$ cat src/rtl/core/xcpf_pkg.sv
// ----------------------------------------------------------------------------
// xcpf_pkg
// Shared types, register codes and helpers for the XOR checksum framer.
// ----------------------------------------------------------------------------
package xcpf_pkg;

  localparam int BYTE_W    = 8;
  localparam int CFG_IDX_W = 2;

  typedef logic [BYTE_W-1:0] byte_t;

  // Configuration register indexes
  typedef enum logic [CFG_IDX_W-1:0] {
    REG_START = 2'd0,
    REG_SEP   = 2'd1,
    REG_CKSUM = 2'd2,
    REG_END   = 2'd3
  } reg_idx_t;

  // Reset values of the marks: '^' ',' '*' '$'
  localparam byte_t START_RST = 8'h5E;
  localparam byte_t SEP_RST   = 8'h2C;
  localparam byte_t CKSUM_RST = 8'h2A;
  localparam byte_t END_RST   = 8'h24;

  typedef struct packed {
    byte_t start_mark;
    byte_t separator_mark;
    byte_t checksum_mark;
    byte_t end_mark;
  } marks_t;

  // What follows the payload byte of one item
  typedef enum logic [1:0] {
    KIND_PLAIN   = 2'd0,
    KIND_SEP     = 2'd1,
    KIND_TRAILER = 2'd2
  } cmd_kind_t;

  // One classified item, front to back
  typedef struct packed {
    logic      start;  // open a frame with the start mark
    byte_t     data;
    cmd_kind_t kind;
    byte_t     sum;    // final checksum, meaningful for the trailer only
  } cmd_t;

  // Upper-case ASCII hex digit of a nibble
  function automatic byte_t hex_digit(input logic [3:0] nib);
    byte_t r;
    if (nib < 4'd10) begin
      r = 8'h30 + {4'h0, nib};
    end else begin
      r = 8'h41 + {4'h0, nib} - 8'd10;
    end
    return r;
  endfunction

endpackage

$ cat src/rtl/core/xcpf_in_if.sv
// ----------------------------------------------------------------------------
// xcpf_in_if
// Input channel: one payload byte with field and frame end flags per beat.
// ----------------------------------------------------------------------------
interface xcpf_in_if;
  import xcpf_pkg::*;

  logic  valid;
  logic  ready;
  byte_t data_byte;
  logic  field_end;
  logic  frame_end;

  modport source (output valid, output data_byte, output field_end, output frame_end,
                  input ready);
  modport sink   (input valid, input data_byte, input field_end, input frame_end,
                  output ready);
endinterface

$ cat src/rtl/core/xcpf_out_if.sv
// ----------------------------------------------------------------------------
// xcpf_out_if
// Output channel: one framed byte per beat with last and frame done flags.
// ----------------------------------------------------------------------------
interface xcpf_out_if;
  import xcpf_pkg::*;

  logic  valid;
  logic  ready;
  byte_t out_byte;
  logic  run_last;
  logic  frame_done;

  modport source (output valid, output out_byte, output run_last, output frame_done,
                  input ready);
  modport sink   (input valid, input out_byte, input run_last, input frame_done,
                  output ready);
endinterface

$ cat src/rtl/core/xcpf_front.sv
// ----------------------------------------------------------------------------
// xcpf_front
// Accepts input beats, tracks frame state and the running XOR, and turns
// each beat into a command for the back end.
// ----------------------------------------------------------------------------
module xcpf_front (
  input  logic            clk,
  input  logic            rst,
  xcpf_in_if.sink         din,
  input  xcpf_pkg::byte_t separator_mark,
  input  logic            full,
  output logic            push,
  output xcpf_pkg::cmd_t  cmd
);
  import xcpf_pkg::*;

  logic  inside_frame;
  logic  inside_frame_next;
  byte_t running_xor;
  byte_t running_xor_next;
  byte_t xor_data;

  assign din.ready = !full;
  assign push      = din.valid && !full;

  // Classify the beat
  assign xor_data  = running_xor ^ din.data_byte;
  assign cmd.start = !inside_frame;
  assign cmd.data  = din.data_byte;
  assign cmd.sum   = xor_data;
  always_comb begin
    if (din.frame_end) begin
      cmd.kind = KIND_TRAILER;
    end else if (din.field_end) begin
      cmd.kind = KIND_SEP;
    end else begin
      cmd.kind = KIND_PLAIN;
    end
  end

  // Frame state update on accept
  always_comb begin
    inside_frame_next = inside_frame;
    running_xor_next  = running_xor;
    if (push) begin
      unique case (cmd.kind)
        KIND_TRAILER: begin
          inside_frame_next = 1'b0;
          running_xor_next  = '0;
        end
        KIND_SEP: begin
          inside_frame_next = 1'b1;
          running_xor_next  = xor_data ^ separator_mark;
        end
        default: begin
          inside_frame_next = 1'b1;
          running_xor_next  = xor_data;
        end
      endcase
    end
  end

  always_ff @(posedge clk) begin
    if (rst) begin
      inside_frame <= 1'b0;
      running_xor  <= '0;
    end else begin
      inside_frame <= inside_frame_next;
      running_xor  <= running_xor_next;
    end
  end

  // A trailer closes the frame and clears the checksum
  a_trailer_closes: assert property (@(posedge clk) disable iff (rst)
    push && (cmd.kind == KIND_TRAILER) |=> !inside_frame && (running_xor == '0))
    else $error("frame still open after trailer");

endmodule

$ cat src/rtl/core/xcpf_queue.sv
// ----------------------------------------------------------------------------
// xcpf_queue
// Small command FIFO between the front and back ends.
// ----------------------------------------------------------------------------
module xcpf_queue #(
  parameter int DEPTH = 4
) (
  input  logic           clk,
  input  logic           rst,
  input  logic           push,
  input  xcpf_pkg::cmd_t wr_cmd,
  input  logic           pop,
  output xcpf_pkg::cmd_t head,
  output logic           full,
  output logic           empty
);
  import xcpf_pkg::*;

  localparam int AW = (DEPTH > 1) ? $clog2(DEPTH) : 1;
  localparam int CW = $clog2(DEPTH + 1);

  cmd_t          mem [DEPTH];
  logic [AW-1:0] wr_ptr;
  logic [AW-1:0] rd_ptr;
  logic [CW-1:0] count;

  assign full  = (count == CW'(DEPTH));
  assign empty = (count == '0);
  assign head  = mem[rd_ptr];

  // Storage
  always_ff @(posedge clk) begin
    if (push) begin
      mem[wr_ptr] <= wr_cmd;
    end
  end

  // Pointers and fill count
  always_ff @(posedge clk) begin
    if (rst) begin
      wr_ptr <= '0;
      rd_ptr <= '0;
      count  <= '0;
    end else begin
      if (push) begin
        wr_ptr <= (wr_ptr == AW'(DEPTH - 1)) ? '0 : wr_ptr + 1'b1;
      end
      if (pop) begin
        rd_ptr <= (rd_ptr == AW'(DEPTH - 1)) ? '0 : rd_ptr + 1'b1;
      end
      if (push && !pop) begin
        count <= count + 1'b1;
      end else if (pop && !push) begin
        count <= count - 1'b1;
      end
    end
  end

  a_no_overflow: assert property (@(posedge clk) disable iff (rst)
    !(push && full && !pop))
    else $error("push into full queue");

  a_no_underflow: assert property (@(posedge clk) disable iff (rst)
    !(pop && empty))
    else $error("pop from empty queue");

endmodule

$ cat src/rtl/core/xcpf_back.sv
// ----------------------------------------------------------------------------
// xcpf_back
// Expands each command into its output beats, one per cycle while the output
// is ready, through a registered output stage.
// ----------------------------------------------------------------------------
module xcpf_back (
  input  logic             clk,
  input  logic             rst,
  input  xcpf_pkg::cmd_t   head,
  input  logic             empty,
  input  xcpf_pkg::marks_t marks,
  output logic             pop,
  xcpf_out_if.source       dout
);
  import xcpf_pkg::*;

  typedef enum logic [7:0] {
    PH_HEAD  = 8'b0000_0001,
    PH_START = 8'b0000_0010,
    PH_DATA  = 8'b0000_0100,
    PH_SEP   = 8'b0000_1000,
    PH_CK    = 8'b0001_0000,
    PH_HI    = 8'b0010_0000,
    PH_LO    = 8'b0100_0000,
    PH_END   = 8'b1000_0000
  } phase_t;

  phase_t phase;
  phase_t phase_next;
  phase_t cur_ph;
  phase_t adv_ph;
  byte_t  beat_byte;
  logic   beat_last;
  logic   beat_done;
  logic   load;
  logic   ovalid;
  byte_t  obyte;
  logic   olast;
  logic   odone;

  // Beat to emit now: the first beat of a command depends on its start flag
  always_comb begin
    if (phase == PH_HEAD) begin
      cur_ph = head.start ? PH_START : PH_DATA;
    end else begin
      cur_ph = phase;
    end
  end

  // Beat decode
  always_comb begin
    beat_byte = head.data;
    beat_last = 1'b0;
    beat_done = 1'b0;
    adv_ph    = PH_HEAD;
    unique case (cur_ph)
      PH_START: begin
        beat_byte = marks.start_mark;
        adv_ph    = PH_DATA;
      end
      PH_DATA: begin
        beat_byte = head.data;
        case (head.kind)
          KIND_SEP:     adv_ph = PH_SEP;
          KIND_TRAILER: adv_ph = PH_CK;
          default:      beat_last = 1'b1;
        endcase
      end
      PH_SEP: begin
        beat_byte = marks.separator_mark;
        beat_last = 1'b1;
      end
      PH_CK: begin
        beat_byte = marks.checksum_mark;
        adv_ph    = PH_HI;
      end
      PH_HI: begin
        beat_byte = hex_digit(head.sum[7:4]);
        adv_ph    = PH_LO;
      end
      PH_LO: begin
        beat_byte = hex_digit(head.sum[3:0]);
        adv_ph    = PH_END;
      end
      PH_END: begin
        beat_byte = marks.end_mark;
        beat_last = 1'b1;
        beat_done = 1'b1;
      end
      default: begin
        beat_last = 1'b1;
      end
    endcase
  end

  // Load the output register whenever a command waits and the register is free or being drained
  assign load       = !empty && (!ovalid || dout.ready);
  assign pop        = load && beat_last;
  assign phase_next = load ? (beat_last ? PH_HEAD : adv_ph) : phase;

  always_ff @(posedge clk) begin
    if (rst) begin
      phase  <= PH_HEAD;
      ovalid <= 1'b0;
    end else begin
      phase <= phase_next;
      if (load) begin
        ovalid <= 1'b1;
      end else if (dout.ready) begin
        ovalid <= 1'b0;
      end
    end
  end

  // Output payload
  always_ff @(posedge clk) begin
    if (load) begin
      obyte <= beat_byte;
      olast <= beat_last;
      odone <= beat_done;
    end
  end

  assign dout.valid      = ovalid;
  assign dout.out_byte   = obyte;
  assign dout.run_last   = olast;
  assign dout.frame_done = odone;

  a_done_is_last: assert property (@(posedge clk) disable iff (rst)
    ovalid && odone |-> olast)
    else $error("frame done on a beat that is not last");

endmodule

$ cat src/rtl/core/xor_checksum_packet_framer.sv
// Path: an accepted item is written into the command queue, then expanded into the registered output.
// Throughput: one output beat per cycle from the expander while dout.ready is high; an item makes 1 to 6
//   output beats (start mark, byte, separator or 4-byte trailer).
// Input takes one beat per cycle while the command queue (QUEUE_DEPTH) has room.
// Reset: marks return to '^' ',' '*' '$', no frame open, checksum zero, queue empty.
// ----------------------------------------------------------------------------
// xor_checksum_packet_framer
// Top level: mark registers, classifying front end, command queue and beat
// expander with a registered output.
// ----------------------------------------------------------------------------
module xor_checksum_packet_framer #(
  parameter int QUEUE_DEPTH = 4
) (
  input  logic                             clk,
  input  logic                             rst,
  xcpf_in_if.sink                          din,
  xcpf_out_if.source                       dout,
  input  logic                             cfg_wr_en,
  input  logic [xcpf_pkg::CFG_IDX_W-1:0]   cfg_index,
  input  xcpf_pkg::byte_t                  cfg_wdata
);
  import xcpf_pkg::*;

  marks_t marks;
  cmd_t   wr_cmd;
  cmd_t   head;
  logic   push;
  logic   pop;
  logic   full;
  logic   empty;

  // Mark registers
  always_ff @(posedge clk) begin
    if (rst) begin
      marks.start_mark     <= START_RST;
      marks.separator_mark <= SEP_RST;
      marks.checksum_mark  <= CKSUM_RST;
      marks.end_mark       <= END_RST;
    end else if (cfg_wr_en) begin
      unique case (reg_idx_t'(cfg_index))
        REG_START: marks.start_mark     <= cfg_wdata;
        REG_SEP:   marks.separator_mark <= cfg_wdata;
        REG_CKSUM: marks.checksum_mark  <= cfg_wdata;
        REG_END:   marks.end_mark       <= cfg_wdata;
        default:   ;
      endcase
    end
  end

  xcpf_front u_front (
    .clk            (clk),
    .rst            (rst),
    .din            (din),
    .separator_mark (marks.separator_mark),
    .full           (full),
    .push           (push),
    .cmd            (wr_cmd)
  );

  xcpf_queue #(
    .DEPTH (QUEUE_DEPTH)
  ) u_queue (
    .clk    (clk),
    .rst    (rst),
    .push   (push),
    .wr_cmd (wr_cmd),
    .pop    (pop),
    .head   (head),
    .full   (full),
    .empty  (empty)
  );

  xcpf_back u_back (
    .clk   (clk),
    .rst   (rst),
    .head  (head),
    .empty (empty),
    .marks (marks),
    .pop   (pop),
    .dout  (dout)
  );

endmodule

$ cat src/flat_wrapper.sv
// flat-port wrapper written by rule: the top's interface ports become plain ports
module xor_checksum_packet_framer_flat import xcpf_pkg::*;
#(
  parameter int QUEUE_DEPTH = 4
)
  (clk, rst, cfg_wr_en, cfg_index, cfg_wdata, din_valid, din_data_byte, din_field_end, din_frame_end, din_ready, dout_valid, dout_out_byte, dout_run_last, dout_frame_done, dout_ready);
  xcpf_in_if din_i ();
  xcpf_out_if dout_i ();
  input  logic clk;
  input  logic rst;
  input  logic cfg_wr_en;
  input  logic [xcpf_pkg::CFG_IDX_W-1:0] cfg_index;
  input  xcpf_pkg::byte_t cfg_wdata;
  input wire logic [$bits(din_i.valid)-1:0] din_valid;
  input wire logic [$bits(din_i.data_byte)-1:0] din_data_byte;
  input wire logic [$bits(din_i.field_end)-1:0] din_field_end;
  input wire logic [$bits(din_i.frame_end)-1:0] din_frame_end;
  output wire logic [$bits(din_i.ready)-1:0] din_ready;
  output wire logic [$bits(dout_i.valid)-1:0] dout_valid;
  output wire logic [$bits(dout_i.out_byte)-1:0] dout_out_byte;
  output wire logic [$bits(dout_i.run_last)-1:0] dout_run_last;
  output wire logic [$bits(dout_i.frame_done)-1:0] dout_frame_done;
  input wire logic [$bits(dout_i.ready)-1:0] dout_ready;
  assign din_i.valid = din_valid;
  assign din_i.data_byte = din_data_byte;
  assign din_i.field_end = din_field_end;
  assign din_i.frame_end = din_frame_end;
  assign din_ready = din_i.ready;
  assign dout_valid = dout_i.valid;
  assign dout_out_byte = dout_i.out_byte;
  assign dout_run_last = dout_i.run_last;
  assign dout_frame_done = dout_i.frame_done;
  assign dout_i.ready = dout_ready;
  xor_checksum_packet_framer #(.QUEUE_DEPTH(QUEUE_DEPTH)) u_core (.clk(clk), .rst(rst), .din(din_i), .dout(dout_i), .cfg_wr_en(cfg_wr_en), .cfg_index(cfg_index), .cfg_wdata(cfg_wdata));
endmodule
$ cat config.mk
export PLATFORM = sky130hd
export DESIGN_NAME = xor_checksum_packet_framer_flat
export DESIGN_NICKNAME = d
export VERILOG_FILES = /design/src/rtl/core/xcpf_pkg.sv /design/src/rtl/core/xcpf_in_if.sv /design/src/rtl/core/xcpf_out_if.sv /design/src/rtl/core/xcpf_front.sv /design/src/rtl/core/xcpf_queue.sv /design/src/rtl/core/xcpf_back.sv /design/src/rtl/core/xor_checksum_packet_framer.sv /design/src/flat_wrapper.sv
export SDC_FILE = /design/constraint.sdc
export NUM_CORES = 1
export LEC_CHECK = 0
export BUFFER_PORTS_ARGS = -buffer_cell sky130_fd_sc_hd__clkbuf_2
export CAP_MARGIN = 20
export CORE_MARGIN = 2
export CORE_UTILIZATION = 60
export CTS_CLUSTER_SIZE = 16
export DETAILED_ROUTE_END_ITERATION = 10
export PLACE_DENSITY = 0.77
export SLEW_MARGIN = 20
export SYNTH_ARGS = -nofsm -noshare
export SYNTH_HDL_FRONTEND = slang
export SYNTH_SLANG_ARGS = --single-unit
$ cat constraint.sdc
create_clock -name clk -period 4.85 [get_ports clk]
set_input_delay 0.485 -clock clk [delete_from_list [all_inputs] [get_ports clk]]
set_output_delay 0.485 -clock clk [all_outputs]
set_load 0.01 [all_outputs]
==> results.txt <==
- Synth area leaders: sky130_fd_sc_hd__edfxtp_1, sky130_fd_sc_hd__dfxtp_1, sky130_fd_sc_hd__mux4_2, sky130_fd_sc_hd__nand2_1, sky130_fd_sc_hd__mux2i_1
- Fraction of layout cells with a size suffix above 1: 0.167
- Critical Setup Path Class: flip-flop to flip-flop
* Placed cell area: 6400 um2
- The first global-routing pass estimated between 20 and 25 mm of wire.
- The H-tree was split into 4 levels.
- Seq pwr share: 0.410
- Number of enable-type register cells in the synthesized netlist: 86
- Number of search-and-repair iterations in the first detailed-routing pass: 5
- Distinct cell type count after synthesis: around 50
- The number of global-route vias before repair came to around 4000.
* Number of warnings reported in the yosys synthesis log: 0
- Worst slew margin relative to its limit: 0.322
- The initial antenna violation count was 0.
- The share of total power dissipated in the clock network is 0.351.
- Max_cap viols: 0
- The most numerous cell type found on the critical path is sky130_fd_sc_hd__inv_1.
- GRT Overall Usage: 0.253
- The initialized floorplan defines 36 standard-cell rows.
- In this run the power spent charging and discharging nets is about 1100 uW.
- Met2 layer usage reported by global route: 0.398
- With fillers left out, the area of the finished cells amounts to about 7000 um2.
- After detailed routing, the number of remaining DRC violations is 0.
- The total overflow left after global routing is 0.
- The endpoint identified for the worst register-to-register timing path is u_core.u_queue.count[2].
- Synthesis produced a netlist with a net count of approximately 520.
- In this run, CTS created clock tree buffers numbering 17.
- Met1 track demand over resource in global routing: 0.343
- The initial utilization of the core area, before any placement, comes to 0.621.
* Leakage power of the design: 0.00265 uW
* CTS tree: yes
- For the worst flop-to-flop path, the logic depth is 13.
- Startpoint class of the critical path: flip-flop
- The root buffer cell chosen for the clock tree is sky130_fd_sc_hd__clkbuf_8.
- Fin. max-slew vios: 0
- Cell taking the most area after synthesis: sky130_fd_sc_hd__edfxtp_1
- Die outline area: 11000 um2
- Initial DRC Count: between 300 and 400
* Clk sink count: about 140
- Summed over all nets, the half-perimeter wirelength after detailed placement is approximately 8.6 mm.
* Total of buffers placed on input and output ports: 36
- From synthesis to final layout, the design area changed by 14.3%.
* Switching part of the total: 0.292
- For the pin with the worst max-slew slack, the measured transition is roughly 1 ns.
* Fraction of post-synthesis cell area in the top cell type by area: 0.421
- Chip Width: 105 um
- Using the TritonRoute via totals, the vias-per-cell ratio works out to 6.10.
- Critical Path Sink Type: flip-flop
* Setup slack, reg-to-reg: around 1.4 ns
* Reg clk slew, reported paths: approximately 0.060 ns
- Counting flops with an async set or reset pin after synthesis yields a share of 0.
- Bufs on Longest Clock Path: 2
* Period Utilization, post-route: 0.720
- Total number of vias: slightly above 4000
- Counting every instance in the synthesized netlist gives 481.
- Boundary Pins: 37
* Largest clock skew in the final design: between 0.006 and 0.007 ns
- Data arrival time of the critical path: 3.93 ns
- Crit path max-delay cell type: sky130_fd_sc_hd__mux4_2
* Unrepaired setup endpoints after global routing: no
- Crit path capture: u_core.u_queue.count[2]
- Largest fanout on the critical path: 17
- Setup violations remaining at the end of the flow were counted as 0.
- Routed WL per cell: approximately 20 um
* Post-Route Setup TNS: 0 ns
* Quantity of gates resized following cts: 0
- Power density over the cells: 542 nW/um2
* VDD IR-drop max: 0.000276 V
- Worst-path cell chain: buf_4 > mux4_2 > inv_1 > ha_1 > and4bb_2 > nor3b_4 > inv_1 > ha_1 > inv_1 > fa_1 > xor2_1 > or3_1 > a21oi_1
- Counting flops and latches in the post-synthesis netlist gives between 100 and 150.
- The net count of the finished layout is 551.
- Wires add up to ~13 mm.
- Chip height: 105 um
- In this run the post-CTS setup repair buffer count came out at 0.
* Ant. Diodes: 0
- Once detail routing completed, the nets flagged for antenna violations numbered 0.
- Crit path required time: roughly 5.3 ns
- Internal power consumption: 2690 uW
- Most used DFF post-synth: sky130_fd_sc_hd__edfxtp_1
- Fill cell count: approximately 660
- Post-synth design cell area: 6130 um2
- The worst hold path belongs to the class primary input to flip-flop.
- The global routing stage identified its most utilized layer as met2.
- Largest net degree at the start of global routing: 45
* Crit path time final: around 3.5 ns
- Status: completed
* Peak per-stage delay on the critical path: 0.57 ns
- Std-Cell Core Area: between 9000 and 10000 um2
* Worst-Skew Late Latency: 0.53 ns
- Global routing met3 resource utilization: 0.0568
- Number of hold buffers added after cts: 0
* Power share of the combinational group: 0.240
* RePlAce Congestion: approximately 0.86
- For this run, the top clock speed supported by timing is about 290 MHz.
- A synthesized cell averages roughly 13 um2.
- Final count of hold timing violations: 0
- Sequential-to-total area share from yosys stat: 0.611
sequential cells by signal (all words and copies together), names as in the netlist, named ones only:
| signal | count |
|---|---|
| u_core.u_queue.rd_ptr | 2 |
| u_core.u_back.dout.valid | 1 |
| u_core.u_queue.count | 3 |
| u_core.marks | 32 |
| u_core.u_back.phase | 7 |
| u_core.u_back.dout.run_last | 1 |
| u_core.u_queue.mem | 76 |
| u_core.u_back.dout.frame_done | 1 |
| u_core.u_front.running_xor | 8 |
| u_core.u_front.inside_frame | 1 |
| u_core.u_back.dout.out_byte | 8 |
| u_core.u_queue.wr_ptr | 2 |
how the worst min path moves through the flow:
stage,cells past startpoint,slack (ns),startpoint,endpoint
floorplan,2,0.44,u_core.marks[10],u_core.marks[10]
global placement,2,0.44,u_core.marks[12],u_core.marks[12]
detailed placement,2,0.45,u_core.marks[6],u_core.marks[6]
CTS,1,0.18,din_data_byte[2],u_core.u_queue.mem[2][12]
global route,1,0.20,din_data_byte[2],u_core.u_queue.mem[2][12]
finish,1,0.21,din_data_byte[4],u_core.u_queue.mem[3][14]
power groups by stage:
| stage | sequential, uW | clock [uW] | combinational [uW] |
|---|---|---|---|
| after floorplan | 1580 | 0 | 638 |
| after CTS | 1560 | 1340 | 907 |
| after global routing | 1570 | 1390 | 998 |
| after global placement | 1570 | 0 | 871 |
| after detailed placement | 1580 | 0 | 896 |
| final | 1560 | 1330 | 909 |
layout by cell type (no fill, tap or decap), types with 2 or more instances in the layout:
cell type / count
sky130_fd_sc_hd__a222oi_1: 7
sky130_fd_sc_hd__xnor2_1: 10
sky130_fd_sc_hd__clkbuf_16: 16
sky130_fd_sc_hd__bufinv_16: 4
sky130_fd_sc_hd__a22oi_1: 8
sky130_fd_sc_hd__clkbuf_1: 2
sky130_fd_sc_hd__nand3_1: 17
sky130_fd_sc_hd__and2_1: 2
sky130_fd_sc_hd__a21oi_1: 25
sky130_fd_sc_hd__nor4_1: 3
sky130_fd_sc_hd__nor2b_1: 7
sky130_fd_sc_hd__inv_6: 2
sky130_fd_sc_hd__nor3_1: 6
sky130_fd_sc_hd__a31oi_1: 2
sky130_fd_sc_hd__inv_1: 18
sky130_fd_sc_hd__nor2_1: 26
sky130_fd_sc_hd__xor2_1: 11
sky130_fd_sc_hd__mux4_2: 13
sky130_fd_sc_hd__clkbuf_2: 36
sky130_fd_sc_hd__clkinv_4: 3
sky130_fd_sc_hd__a211o_1: 2
sky130_fd_sc_hd__and3_1: 6
sky130_fd_sc_hd__mux4_1: 6
sky130_fd_sc_hd__o21bai_1: 2
sky130_fd_sc_hd__ha_1: 10
sky130_fd_sc_hd__nand4_1: 4
sky130_fd_sc_hd__mux2i_1: 20
sky130_fd_sc_hd__dfxtp_1: 58
sky130_fd_sc_hd__or3_1: 2
sky130_fd_sc_hd__a22o_1: 8
sky130_fd_sc_hd__nand2_1: 68
sky130_fd_sc_hd__buf_4: 4
sky130_fd_sc_hd__clkinv_2: 2
sky130_fd_sc_hd__nand2b_1: 4
sky130_fd_sc_hd__o211ai_1: 2
sky130_fd_sc_hd__o21ai_0: 6
sky130_fd_sc_hd__edfxtp_1: 86
per-stage QoR:
step | instances | hold slack (ns) | total power [uW] | util | setup slack (ns)
after floorplan | 481 | 0.436 | 2220 | - | 1.28
after global placement | 629 | 0.444 | 2440 | 0.649 | 1.44
after detailed placement | 629 | 0.451 | 2480 | 0.649 | 1.37
after CTS | 661 | 0.182 | 3810 | 0.710 | 1.33
after global routing | 661 | 0.202 | 3960 | 0.710 | 1.14
final | 661 | 0.206 | 3800 | 0.710 | 1.36
final cells by class:
type / count / area (um2) / area share
multi-input combinational: 294 / 2210 / 0.315
inverter: 18 / 67.6 / 0.00965
tap: 133 / 166 / 0.0238
sequential: 144 / 3740 / 0.534
clock inverter: 13 / 185 / 0.0264
timing repair buffer: 40 / 210 / 0.0300
clock buffer: 19 / 422 / 0.0602
per-layer routing:
| metal | vias to the layer above | wire length [um] |
|---|---|---|
| met5 | - | 0 |
| met4 | 0 | 369 |
| met3 | 31 | 825 |
| met2 | 163 | 6450 |
| met1 | 1985 | 5620 |
| li1 | 1852 | - |
critical path, delay by kind of cell, from the launching register on:
kind,cells,cell delay [ns]
buffers and inverters,4,0.56
AOI/OAI and AO/OA,1,0.14
and+or+nand+nor,3,0.75
muxes,1,0.57
DFF,1,0.40
adders and majority gates,3,0.78
xor gates and xnor gates,1,0.18
cell usage after synthesis (3+ instances only):
master / count
sky130_fd_sc_hd__nand2_1: 68
sky130_fd_sc_hd__nor4_1: 3
sky130_fd_sc_hd__o21ai_0: 6
sky130_fd_sc_hd__mux4_2: 13
sky130_fd_sc_hd__buf_1: 7
sky130_fd_sc_hd__and3_1: 6
sky130_fd_sc_hd__mux4_1: 6
sky130_fd_sc_hd__mux2i_1: 20
sky130_fd_sc_hd__nor2b_1: 7
sky130_fd_sc_hd__nand2b_1: 4
sky130_fd_sc_hd__a22oi_1: 8
sky130_fd_sc_hd__clkbuf_1: 16
sky130_fd_sc_hd__ha_1: 10
sky130_fd_sc_hd__nand4_1: 4
sky130_fd_sc_hd__a22o_1: 8
sky130_fd_sc_hd__a222oi_1: 7
sky130_fd_sc_hd__inv_1: 18
sky130_fd_sc_hd__nor2_1: 26
sky130_fd_sc_hd__xnor2_1: 10
sky130_fd_sc_hd__a21oi_1: 25
sky130_fd_sc_hd__nor3_1: 6
sky130_fd_sc_hd__xor2_1: 11
sky130_fd_sc_hd__nand3_1: 17
sky130_fd_sc_hd__dfxtp_1: 58
sky130_fd_sc_hd__edfxtp_1: 86
cell families (layout without fill, tap and decap cells):
logic type / Yosys count / in the layout / synth area share
compound gates: 67 / 67 / 0.0776
simple gates: 155 / 155 / 0.121
xor+xnor: 21 / 21 / 0.0300
fa+ha+maj: 11 / 11 / 0.0237
flops: 144 / 144 / 0.611
buf+inv: 43 / 90 / 0.0288
mux: 40 / 40 / 0.109
No activity file was read; power rests on OpenSTA's default activity.
